--- src/rtl/vcf_genotype_recoder_core_assert.svh ---
// ---------------------------------------------------------------------------
// Assertion macros shared by the genotype recoder RTL.
// Each macro samples on clk and is disabled while rst_n is low.
// ---------------------------------------------------------------------------
`ifndef VCF_GENOTYPE_RECODER_CORE_ASSERT_SVH
`define VCF_GENOTYPE_RECODER_CORE_ASSERT_SVH

// Same-cycle implication
`define VGR_ASSERT_IMP(name, ante, cons) \
    name: assert property (@(posedge clk) disable iff (!rst_n) (ante) |-> (cons)) \
        else $error("genotype recoder check failed");

// Next-cycle implication
`define VGR_ASSERT_NXT(name, ante, cons) \
    name: assert property (@(posedge clk) disable iff (!rst_n) (ante) |=> (cons)) \
        else $error("genotype recoder check failed");

`endif

--- src/rtl/vgr_pkg.sv ---
// ---------------------------------------------------------------------------
// vgr_pkg
// Types and constants shared by the genotype recoder front, queue and back.
// ---------------------------------------------------------------------------
package vgr_pkg;

    // Field widths
    localparam int COL_W    = 16;
    localparam int COLS_W   = 17;
    localparam int ROW_W    = 24;
    localparam int GENO_W   = 2;
    localparam int STATUS_W = 2;

    // ASCII codes
    localparam logic [7:0] CH_TAB   = 8'h09;
    localparam logic [7:0] CH_SLASH = 8'h2F;
    localparam logic [7:0] CH_PIPE  = 8'h7C;
    localparam logic [7:0] CH_DOT   = 8'h2E;
    localparam logic [7:0] CH_ZERO  = 8'h30;
    localparam logic [7:0] CH_ONE   = 8'h31;
    localparam logic [7:0] CH_TWO   = 8'h32;
    localparam logic [7:0] CH_NINE  = 8'h39;

    // Result kinds
    localparam logic KIND_GENO   = 1'b0;
    localparam logic KIND_STATUS = 1'b1;

    // Row status codes
    localparam logic [STATUS_W-1:0] STATUS_KEPT     = 2'd0;
    localparam logic [STATUS_W-1:0] STATUS_REMOVED  = 2'd1;
    localparam logic [STATUS_W-1:0] STATUS_BADCOUNT = 2'd2;
    localparam logic [STATUS_W-1:0] STATUS_TOOMANY  = 2'd3;

    // Genotype codes
    localparam logic [GENO_W-1:0] GENO_ZERO    = 2'd0;
    localparam logic [GENO_W-1:0] GENO_MISSING = 2'd1;
    localparam logic [GENO_W-1:0] GENO_MAX     = 2'd2;

    // Op queue between front and back
    localparam int QUEUE_DEPTH = 4;
    localparam int QPTR_W      = $clog2(QUEUE_DEPTH);
    localparam int QCNT_W      = $clog2(QUEUE_DEPTH + 1);

    // One classified byte: up to one genotype beat and one status beat
    typedef struct packed {
        logic                geno_valid;
        logic [GENO_W-1:0]   geno_code;
        logic [COL_W-1:0]    column;
        logic [ROW_W-1:0]    row;
        logic                status_valid;
        logic [STATUS_W-1:0] status;
    } vgr_op_t;

    typedef struct packed {
        logic full;
        logic empty;
    } vgr_q_status_t;

endpackage

--- src/rtl/vgr_front.sv ---
// ---------------------------------------------------------------------------
// vgr_front
// Byte classifier: tracks columns and alleles of the current line and turns
// each accepted byte into an op for the back end.
// ---------------------------------------------------------------------------
module vgr_front #(
    parameter int MAX_SAMPLES  = 65535,
    parameter int SKIP_COLUMNS = 9
) (
    input  logic                       clk,
    input  logic                       rst_n,
    input  logic                       accept,
    input  logic [7:0]                 text_byte,
    input  logic                       line_end,
    input  logic [vgr_pkg::COL_W-1:0]  expected_samples,
    output logic                       push,
    output vgr_pkg::vgr_op_t           op
);
    import vgr_pkg::*;

    localparam int TAB_W = $clog2(SKIP_COLUMNS + 1);
    localparam logic [TAB_W-1:0] SKIP_CNT = TAB_W'(SKIP_COLUMNS);
    localparam int COL_MAX = (1 << COL_W) - 1;
    localparam int CAP = (MAX_SAMPLES > COL_MAX) ? COL_MAX : MAX_SAMPLES;
    localparam logic [COL_W-1:0] LIMIT_CAP = COL_W'(CAP);

    logic [7:0]          prev_reg, prev_next;
    logic [TAB_W-1:0]    tabs_reg, tabs_next;
    logic [GENO_W-1:0]   sum_reg, sum_next;
    logic                missing_reg, missing_next;
    logic                removed_reg, removed_next;
    logic                overflow_reg, overflow_next;
    logic [COLS_W-1:0]   cols_reg, cols_next;
    logic [ROW_W-1:0]    rows_reg, rows_next;

    logic [COL_W-1:0]    limit;
    logic [COLS_W-1:0]   limit_ext;
    logic                after_tab, after_sep, open, high, emit, geno_valid;
    logic [GENO_W-1:0]   geno_code;
    logic [STATUS_W-1:0] status;

    // Effective sample limit
    assign limit     = (expected_samples > LIMIT_CAP) ? LIMIT_CAP : expected_samples;
    assign limit_ext = {{(COLS_W - COL_W){1'b0}}, limit};

    // Classify the byte and work out the next line state
    always_comb
    begin
        prev_next     = text_byte;
        tabs_next     = tabs_reg;
        sum_next      = sum_reg;
        missing_next  = missing_reg;
        removed_next  = removed_reg;
        overflow_next = overflow_reg;
        cols_next     = cols_reg;
        rows_next     = rows_reg;
        emit          = 1'b0;
        geno_valid    = 1'b0;
        geno_code     = GENO_ZERO;
        status        = STATUS_KEPT;
        after_tab     = (prev_reg == CH_TAB);
        after_sep     = (prev_reg == CH_SLASH) || (prev_reg == CH_PIPE);
        open          = !missing_reg && !removed_reg;
        high          = (text_byte >= CH_TWO) && (text_byte <= CH_NINE);

        if (tabs_reg < SKIP_CNT)
        begin
            if (text_byte == CH_TAB)
                tabs_next = tabs_reg + 1'b1;
        end
        else
        begin
            if (after_tab && text_byte == CH_ZERO)
            begin
                sum_next     = GENO_ZERO;
                missing_next = 1'b0;
            end
            else if (after_tab && text_byte == CH_ONE)
            begin
                sum_next     = GENO_MISSING;
                missing_next = 1'b0;
            end
            else if (after_tab && high)
                removed_next = 1'b1;
            else if (after_tab && text_byte == CH_DOT)
            begin
                missing_next = 1'b1;
                emit         = 1'b1;
            end
            else if (open && after_sep && text_byte == CH_ZERO)
                emit = 1'b1;
            else if (open && after_sep && text_byte == CH_ONE)
            begin
                if (sum_reg < GENO_MAX)
                    sum_next = sum_reg + 1'b1;
                emit = 1'b1;
            end
            else if (open && after_sep && high)
                removed_next = 1'b1;
            else if (open && after_sep && text_byte == CH_DOT)
            begin
                missing_next = 1'b1;
                emit         = 1'b1;
            end

            // Drop genotypes of a removed or overflowed row
            if (removed_next || overflow_reg)
                emit = 1'b0;

            if (emit)
            begin
                if (cols_reg >= limit_ext)
                    overflow_next = 1'b1;
                else
                begin
                    geno_valid = 1'b1;
                    geno_code  = missing_next ? GENO_MISSING : sum_next;
                    cols_next  = cols_reg + 1'b1;
                end
            end
        end

        // Close the row at line end
        if (line_end)
        begin
            if (overflow_next)
                status = STATUS_TOOMANY;
            else if (removed_next)
                status = STATUS_REMOVED;
            else if (cols_next != limit_ext)
                status = STATUS_BADCOUNT;
            else
                status = STATUS_KEPT;
            tabs_next     = '0;
            removed_next  = 1'b0;
            overflow_next = 1'b0;
            cols_next     = '0;
            prev_next     = 8'h00;
            rows_next     = rows_reg + 1'b1;
        end
    end

    // Build the op; it carries the genotype count before this byte, which the back updates for a status beat
    always_comb
    begin
        op.geno_valid   = geno_valid;
        op.geno_code    = geno_code;
        op.column       = cols_reg[COL_W-1:0];
        op.row          = rows_reg;
        op.status_valid = line_end;
        op.status       = status;
    end

    assign push = accept && (geno_valid || line_end);

    // Advance line state on each accepted byte
    always_ff @(posedge clk or negedge rst_n)
    begin
        if (!rst_n)
        begin
            prev_reg     <= '0;
            tabs_reg     <= '0;
            sum_reg      <= '0;
            missing_reg  <= 1'b0;
            removed_reg  <= 1'b0;
            overflow_reg <= 1'b0;
            cols_reg     <= '0;
            rows_reg     <= '0;
        end
        else if (accept)
        begin
            prev_reg     <= prev_next;
            tabs_reg     <= tabs_next;
            sum_reg      <= sum_next;
            missing_reg  <= missing_next;
            removed_reg  <= removed_next;
            overflow_reg <= overflow_next;
            cols_reg     <= cols_next;
            rows_reg     <= rows_next;
        end
    end

`include "vcf_genotype_recoder_core_assert.svh"

    // A genotype never reaches past the sample limit
    `VGR_ASSERT_IMP(a_geno_below_limit, push && op.geno_valid, {1'b0, op.column} < limit_ext)
    // The genotype count of a row never exceeds the limit
    `VGR_ASSERT_IMP(a_cols_bounded, 1'b1, cols_reg <= limit_ext || expected_samples != limit)

endmodule

--- src/rtl/vgr_queue.sv ---
// ---------------------------------------------------------------------------
// vgr_queue
// Small op queue that decouples the byte classifier from the beat emitter.
// ---------------------------------------------------------------------------
module vgr_queue (
    input  logic                    clk,
    input  logic                    rst_n,
    input  logic                    push,
    input  vgr_pkg::vgr_op_t        push_op,
    input  logic                    pop,
    output vgr_pkg::vgr_op_t        head_op,
    output vgr_pkg::vgr_q_status_t  q_status
);
    import vgr_pkg::*;

    localparam logic [QCNT_W-1:0] DEPTH_CNT = QCNT_W'(QUEUE_DEPTH);

    vgr_op_t            entry_reg [QUEUE_DEPTH];
    logic [QPTR_W-1:0]  wr_ptr_reg, wr_ptr_next;
    logic [QPTR_W-1:0]  rd_ptr_reg, rd_ptr_next;
    logic [QCNT_W-1:0]  count_reg, count_next;
    logic               do_push, do_pop;

    assign q_status.full  = (count_reg == DEPTH_CNT);
    assign q_status.empty = (count_reg == '0);
    assign do_push        = push && !q_status.full;
    assign do_pop         = pop && !q_status.empty;
    assign head_op        = entry_reg[rd_ptr_reg];

    // Advance pointers and occupancy
    always_comb
    begin
        wr_ptr_next = wr_ptr_reg;
        rd_ptr_next = rd_ptr_reg;
        count_next  = count_reg;
        if (do_push)
            wr_ptr_next = (wr_ptr_reg == QPTR_W'(QUEUE_DEPTH - 1)) ? '0 : wr_ptr_reg + 1'b1;
        if (do_pop)
            rd_ptr_next = (rd_ptr_reg == QPTR_W'(QUEUE_DEPTH - 1)) ? '0 : rd_ptr_reg + 1'b1;
        if (do_push && !do_pop)
            count_next = count_reg + 1'b1;
        else if (do_pop && !do_push)
            count_next = count_reg - 1'b1;
    end

    always_ff @(posedge clk or negedge rst_n)
    begin
        if (!rst_n)
        begin
            wr_ptr_reg <= '0;
            rd_ptr_reg <= '0;
            count_reg  <= '0;
        end
        else
        begin
            wr_ptr_reg <= wr_ptr_next;
            rd_ptr_reg <= rd_ptr_next;
            count_reg  <= count_next;
        end
    end

    // Store ops
    always_ff @(posedge clk)
    begin
        if (do_push)
            entry_reg[wr_ptr_reg] <= push_op;
    end

`include "vcf_genotype_recoder_core_assert.svh"

    // Occupancy stays within the storage
    `VGR_ASSERT_IMP(a_count_bounded, 1'b1, count_reg <= DEPTH_CNT)
    // The classifier never pushes into a full queue
    `VGR_ASSERT_IMP(a_no_push_full, push, !q_status.full)

endmodule

--- src/rtl/vgr_back.sv ---
// ---------------------------------------------------------------------------
// vgr_back
// Beat emitter: expands each queued op into its genotype and status beats
// and holds them in the output register.
// ---------------------------------------------------------------------------
module vgr_back (
    input  logic                          clk,
    input  logic                          rst_n,
    input  vgr_pkg::vgr_op_t              head_op,
    input  vgr_pkg::vgr_q_status_t        q_status,
    output logic                          pop,
    output logic                          out_valid,
    input  logic                          out_stall,
    output logic                          kind,
    output logic [vgr_pkg::GENO_W-1:0]    genotype,
    output logic [vgr_pkg::COL_W-1:0]     column,
    output logic [vgr_pkg::ROW_W-1:0]     row_index,
    output logic [vgr_pkg::STATUS_W-1:0]  row_status,
    output logic                          last
);
    import vgr_pkg::*;

    logic                 valid_reg, valid_next;
    logic                 pending_reg, pending_next;
    logic                 kind_reg, kind_next;
    logic [GENO_W-1:0]    geno_reg, geno_next;
    logic [COL_W-1:0]     col_reg, col_next;
    logic [ROW_W-1:0]     row_reg, row_next;
    logic [STATUS_W-1:0]  status_reg, status_next;
    logic                 last_reg, last_next;
    logic                 can_load, send_geno;

    assign can_load  = !valid_reg || !out_stall;
    assign send_geno = head_op.geno_valid && !pending_reg;
    assign pop       = can_load && !q_status.empty && (!send_geno || !head_op.status_valid);

    // Pick the next beat from the head op
    always_comb
    begin
        valid_next   = valid_reg;
        pending_next = pending_reg;
        kind_next    = kind_reg;
        geno_next    = geno_reg;
        col_next     = col_reg;
        row_next     = row_reg;
        status_next  = status_reg;
        last_next    = last_reg;
        if (can_load)
        begin
            valid_next = !q_status.empty;
            if (!q_status.empty)
            begin
                row_next = head_op.row;
                if (send_geno)
                begin
                    kind_next    = KIND_GENO;
                    geno_next    = head_op.geno_code;
                    col_next     = head_op.column;
                    status_next  = STATUS_KEPT;
                    last_next    = !head_op.status_valid;
                    pending_next = head_op.status_valid;
                end
                else
                begin
                    kind_next    = KIND_STATUS;
                    geno_next    = GENO_ZERO;
                    col_next     = head_op.geno_valid ? head_op.column + 1'b1 : head_op.column;
                    status_next  = head_op.status;
                    last_next    = 1'b1;
                    pending_next = 1'b0;
                end
            end
        end
    end

    always_ff @(posedge clk or negedge rst_n)
    begin
        if (!rst_n)
        begin
            valid_reg   <= 1'b0;
            pending_reg <= 1'b0;
        end
        else
        begin
            valid_reg   <= valid_next;
            pending_reg <= pending_next;
        end
    end

    // Hold beat payload
    always_ff @(posedge clk)
    begin
        kind_reg   <= kind_next;
        geno_reg   <= geno_next;
        col_reg    <= col_next;
        row_reg    <= row_next;
        status_reg <= status_next;
        last_reg   <= last_next;
    end

    assign out_valid  = valid_reg;
    assign kind       = kind_reg;
    assign genotype   = geno_reg;
    assign column     = col_reg;
    assign row_index  = row_reg;
    assign row_status = status_reg;
    assign last       = last_reg;

`include "vcf_genotype_recoder_core_assert.svh"

    // While a status beat is owed, the register holds its genotype beat
    `VGR_ASSERT_IMP(a_pending_geno, pending_reg, valid_reg && kind_reg == KIND_GENO)
    // A genotype beat that is not last is always followed by its status beat
    `VGR_ASSERT_IMP(a_geno_not_last, valid_reg && kind_reg == KIND_GENO && !last_reg, pending_reg)

endmodule

--- src/rtl/vcf_genotype_recoder_core.sv ---
// ---------------------------------------------------------------------------
// vcf_genotype_recoder_core
// Variant line parser that recodes diploid sample calls into allele counts.
// ---------------------------------------------------------------------------
// Takes one text byte per clock while the queue has room. The front classifies
// each byte combinationally and pushes at most one op into a four-entry queue;
// the back turns each op into one or two result beats and issues one beat per
// clock from its output register while out_stall is low. A byte is taken every
// cycle while the queue has room, so the sustained rate is one byte per clock;
// only a line-end byte that also closes a genotype yields two beats; the queue
// absorbs that extra beat. Each accepted byte's op passes a queue entry and the
// output register on its way out. The user must write expected_samples through
// cfg_we and cfg_wdata while the block is idle; the block does not enforce it.
module vcf_genotype_recoder_core #(
    parameter int MAX_SAMPLES  = 65535,
    parameter int SKIP_COLUMNS = 9
) (
    input  logic                          clk,
    input  logic                          rst_n,
    input  logic                          cfg_we,
    input  logic [vgr_pkg::COL_W-1:0]     cfg_wdata,
    input  logic                          in_valid,
    output logic                          in_stall,
    input  logic [7:0]                    text_byte,
    input  logic                          line_end,
    output logic                          out_valid,
    input  logic                          out_stall,
    output logic                          kind,
    output logic [vgr_pkg::GENO_W-1:0]    genotype,
    output logic [vgr_pkg::COL_W-1:0]     column,
    output logic [vgr_pkg::ROW_W-1:0]     row_index,
    output logic [vgr_pkg::STATUS_W-1:0]  row_status,
    output logic                          last
);
    import vgr_pkg::*;

    logic [COL_W-1:0] samples_reg;
    logic             accept, push, pop;
    vgr_op_t          push_op, head_op;
    vgr_q_status_t    q_status;

    // Hold the sample count register
    always_ff @(posedge clk or negedge rst_n)
    begin
        if (!rst_n)
            samples_reg <= COL_W'(1);
        else if (cfg_we)
            samples_reg <= cfg_wdata;
    end

    assign in_stall = q_status.full;
    assign accept   = in_valid && !in_stall;

    vgr_front #(
        .MAX_SAMPLES  (MAX_SAMPLES),
        .SKIP_COLUMNS (SKIP_COLUMNS)
    ) u_front (
        .clk              (clk),
        .rst_n            (rst_n),
        .accept           (accept),
        .text_byte        (text_byte),
        .line_end         (line_end),
        .expected_samples (samples_reg),
        .push             (push),
        .op               (push_op)
    );

    vgr_queue u_queue (
        .clk      (clk),
        .rst_n    (rst_n),
        .push     (push),
        .push_op  (push_op),
        .pop      (pop),
        .head_op  (head_op),
        .q_status (q_status)
    );

    vgr_back u_back (
        .clk        (clk),
        .rst_n      (rst_n),
        .head_op    (head_op),
        .q_status   (q_status),
        .pop        (pop),
        .out_valid  (out_valid),
        .out_stall  (out_stall),
        .kind       (kind),
        .genotype   (genotype),
        .column     (column),
        .row_index  (row_index),
        .row_status (row_status),
        .last       (last)
    );

endmodule

--- config.mk ---
export PLATFORM = sky130hd
export DESIGN_NAME = vcf_genotype_recoder_core
export DESIGN_NICKNAME = d
export VERILOG_FILES = /design/src/rtl/vgr_pkg.sv /design/src/rtl/vgr_front.sv /design/src/rtl/vgr_queue.sv /design/src/rtl/vgr_back.sv /design/src/rtl/vcf_genotype_recoder_core.sv
export VERILOG_INCLUDE_DIRS = /design/src /design/src/rtl
export SDC_FILE = /design/constraint.sdc
export NUM_CORES = 1
export LEC_CHECK = 0
export ABC_AREA = 1
export BUFFER_PORTS_ARGS = -buffer_cell sky130_fd_sc_hd__clkbuf_2
export CORE_ASPECT_RATIO = 1.2
export CORE_MARGIN = 4
export CORE_UTILIZATION = 66
export DETAILED_ROUTE_END_ITERATION = 8
export HOLD_SLACK_MARGIN = 0.06
export PLACE_DENSITY = 0.95
export SYNTH_ARGS = -nofsm -noshare
export SYNTH_HDL_FRONTEND = slang
export SYNTH_HIERARCHICAL = 1
export SYNTH_SLANG_ARGS = --single-unit
--- constraint.sdc ---
create_clock -name clk -period 6.65 [get_ports clk]
set_clock_uncertainty 0.15 [all_clocks]
set_input_delay 0.665 -clock clk [delete_from_list [all_inputs] [get_ports clk]]
set_output_delay 0.665 -clock clk [all_outputs]
set_load 0.005 [all_outputs]
==> metrics.csv <==
metric;value;unit
Lkg Pwr;7.04;nW
total CTS buffers;29;
required time worst endpoint;6.75;ns
Antenna Cells;0;
setup violators final;0;
CP Max Fanout;35;
Yosys top cell by area;edfxtp_1;
CTS max path bufs;3;
HP Start;cfg_wdata[0];
worst hold path type;input pin to flop;
final worst slack;1.87;ns
gpl congestion;0.922;
share of cells above drive strength 1;0.158;
ranking of synthesized cells by area;edfxtp_1 46%, dfrtp_1 14%, nand2_1 9.5%, inv_1 5.4%, o211ai_2 3.9%;
register area share after synthesis;0.601;
Warnings, synthesis;6;
PortBufs;77;
main combinational cell family by area after synthesis;simple AND/OR/NAND/NOR gates;
slew margin rel.;0.214;
Hold Buf Count CTS;0;
status;completed;
ANT nets after route;0;
cell with the most instances after synthesis;nand2_1;
Final Power;0.00605;W
Largest register FFs;184;
compound-cell area share of the yosys netlist;0.0846;
initial antenna violation count;0;
RSZ-0062 raised after global routing;no;
mux cell area share after synthesis;0;
Util after Layout;0.728;
initial core utilization;0.668;
grt total ovfl;0;
CP Launch Type;flop;
Post-Syn Instances;1402;
Worst-path clk slew;0.06;ns
core footprint;0.0224;sq mm
commonest cells in the netlist;377 x nand2_1, 230 x edfxtp_1, 217 x inv_1;
Async SR Flop Fraction;0.265;
Final Hold Fails;0;
PD cells;372;mW/mm^2
gr usage total;0.243;
final worst path period need;4.78;ns
Reg2Reg Launch Point;u_front/cols_reg[11]$_DFFE_PN0P_;
Max Fclk;209;MHz
max cap viols;0;
DRC;0;
via/cell ratio;5.77;
clock latency on the worst-skew pair;0.56;ns
XOR/XNOR Fraction of Synth Area;0.0277;
vias;10180;
final-report max-slew violation count;0;
number of core rows;60;
global-route wire length before repair;50000;um
Yosys cell types;50;
CTS tree;yes;
largest net degree at the start of global routing;84;
final setup TNS;0;ns
Area growth, synth to finish;8.91;%
CTS Sinks;313;
#FFs+latches synth;313;
Setup Crit Path Kind;flop to flop;
die area;0.0251;sq mm
htree depth;1;
router iterations before antenna repair;5;
Setup crit end kind;flop;
CP startpoint;u_front/cols_reg[11]$_DFFE_PN0P_;
Adder-Cell Fraction of Synth Area;0.0248;
dpl ws;1.98;ns
die height;173;um
Post-CTS Setup Inserts;0;
Synth Cell Area;0.0149;sq mm
io pins;78;
placed inst area;0.0153;sq mm
vias in the first global route;10304;
DR WL/cell;17.5;um
post-synthesis simple-gate area fraction;0.173;
worst slew pin tran;1.18;ns
dpl hpwl;19900;um
die width;145;um
peak supply drop;0.229;mV
crit share post-route;0.719;
Synth Area per Inst;10.7;sq um
fin area;0.0163;sq mm
Post-synth EDFFs;230;
Worst Path Arrival;4.88;ns
Yosys top cell area share;0.462;
Synth Flop Type;edfxtp_1;
final net count;1520;
DR iter-0 viols;896;
drt total wl;30800;um
Root Buffer;clkbuf_16;
Post-Syn Nets;1461;
cts repair resizes;0;
==> cell type report <==
type                            instances  area (sq um)
Clock buffer                           31           743
Clock inverter                         23           236
Fill cell                            1429          6090
Inverter                              224           846
Multi-Input combinational cell        807          4660
Sequential cell                       313          8990
Tap cell                              279           349
Timing Repair Buffer                   86           455
==> power breakdown <==
part	switching (W)	internal [W]
combinational	0.00111	0.000525
sequential	0.000206	0.00253
clock	0.000714	0.000969
total	0.00203	0.00402
==> kinds of logic (layout without fill, tap and decap cells) <==
group | count (synthesis) | after routing
and+or+nand+nor | 585 | 585
DFF | 313 | 313
buffers and inverters | 282 | 364
AOI/OAI and AO/OA | 152 | 152
xor gates and xnor gates | 41 | 41
adders and majority gates | 29 | 29
==> per-stage QoR <==
stage	instances	hold slack, ns
3_5_place_dp	1709	0.315
2_1_floorplan	1402	0.219
5_1_grt	1763	0.152
6_report	1763	0.149
4_1_cts	1763	0.132
3_3_place_gp	1709	0.307
==> critical path: stages (launching register included) <==
cell and delay, ns:
dfrtp_1 0.57, ha_1 0.33, nand2_1 0.07, inv_1 0.05, nand2_1 0.06, a21oi_1 0.05
nor2_1 0.17, nand3_1 0.11, nor2_2 0.52, nand2_2 0.29, o21ai_0 0.38, nand2_1 0.37
nor2_4 0.96, buf_4 0.38
==> worst paths after layout <==
kind                       cells past startpoint  slack (ns)                                end
hold / removal                                 3        0.15         samples_reg[0]$_DFFE_PN1P_
setup / recovery                              13        1.87  u_queue/entry_reg[1][9]$_DFFE_PP_
min in group asynchronous                      1        0.17    u_front/prev_reg[2]$_DFFE_PN0P_
hold reg to reg                                2        0.32        samples_reg[14]$_DFFE_PN0P_
max in group asynchronous                      1        5.38  u_queue/rd_ptr_reg[0]$_DFFE_PN0P_
setup reg to reg                              13        1.87  u_queue/entry_reg[1][9]$_DFFE_PP_
==> routing by layer <==
| metal | vias to the layer above | global-route usage | wire (um) |
|---|---|---|---|
| li1 | 4776 | - | - |
| met1 | 4830 | 0.291 | 11600 |
| met2 | 451 | 0.436 | 15900 |
| met3 | 123 | 0.0273 | 1830 |
| met4 | 0 | 0.127 | 1520 |
| met5 | - | 0 | 0 |
==> cell usage in the layout, fill, tap and decap left out, types with 7 or more instances in the layout <==
cell type | Yosys | layout
xor2_1 | 25 | 25
inv_1 | 217 | 216
nand2_1 | 377 | 377
o211ai_1 | 47 | 47
nor3_1 | 10 | 10
nor2_1 | 67 | 63
nor2_2 | 8 | 8
inv_2 | 6 | 7
a21oi_1 | 12 | 12
nand3_2 | 7 | 7
o21ai_0 | 24 | 24
buf_4 | 23 | 10
clkbuf_2 | 0 | 76
ha_1 | 28 | 28
nor2_4 | 7 | 11
o22ai_1 | 13 | 13
edfxtp_1 | 230 | 230
o211ai_2 | 46 | 46
nand4_1 | 25 | 25
xnor2_1 | 12 | 12
dfrtp_1 | 82 | 80
clkbuf_16 | 0 | 29
nand3_1 | 62 | 62
Power figures use the tool's default switching activity.
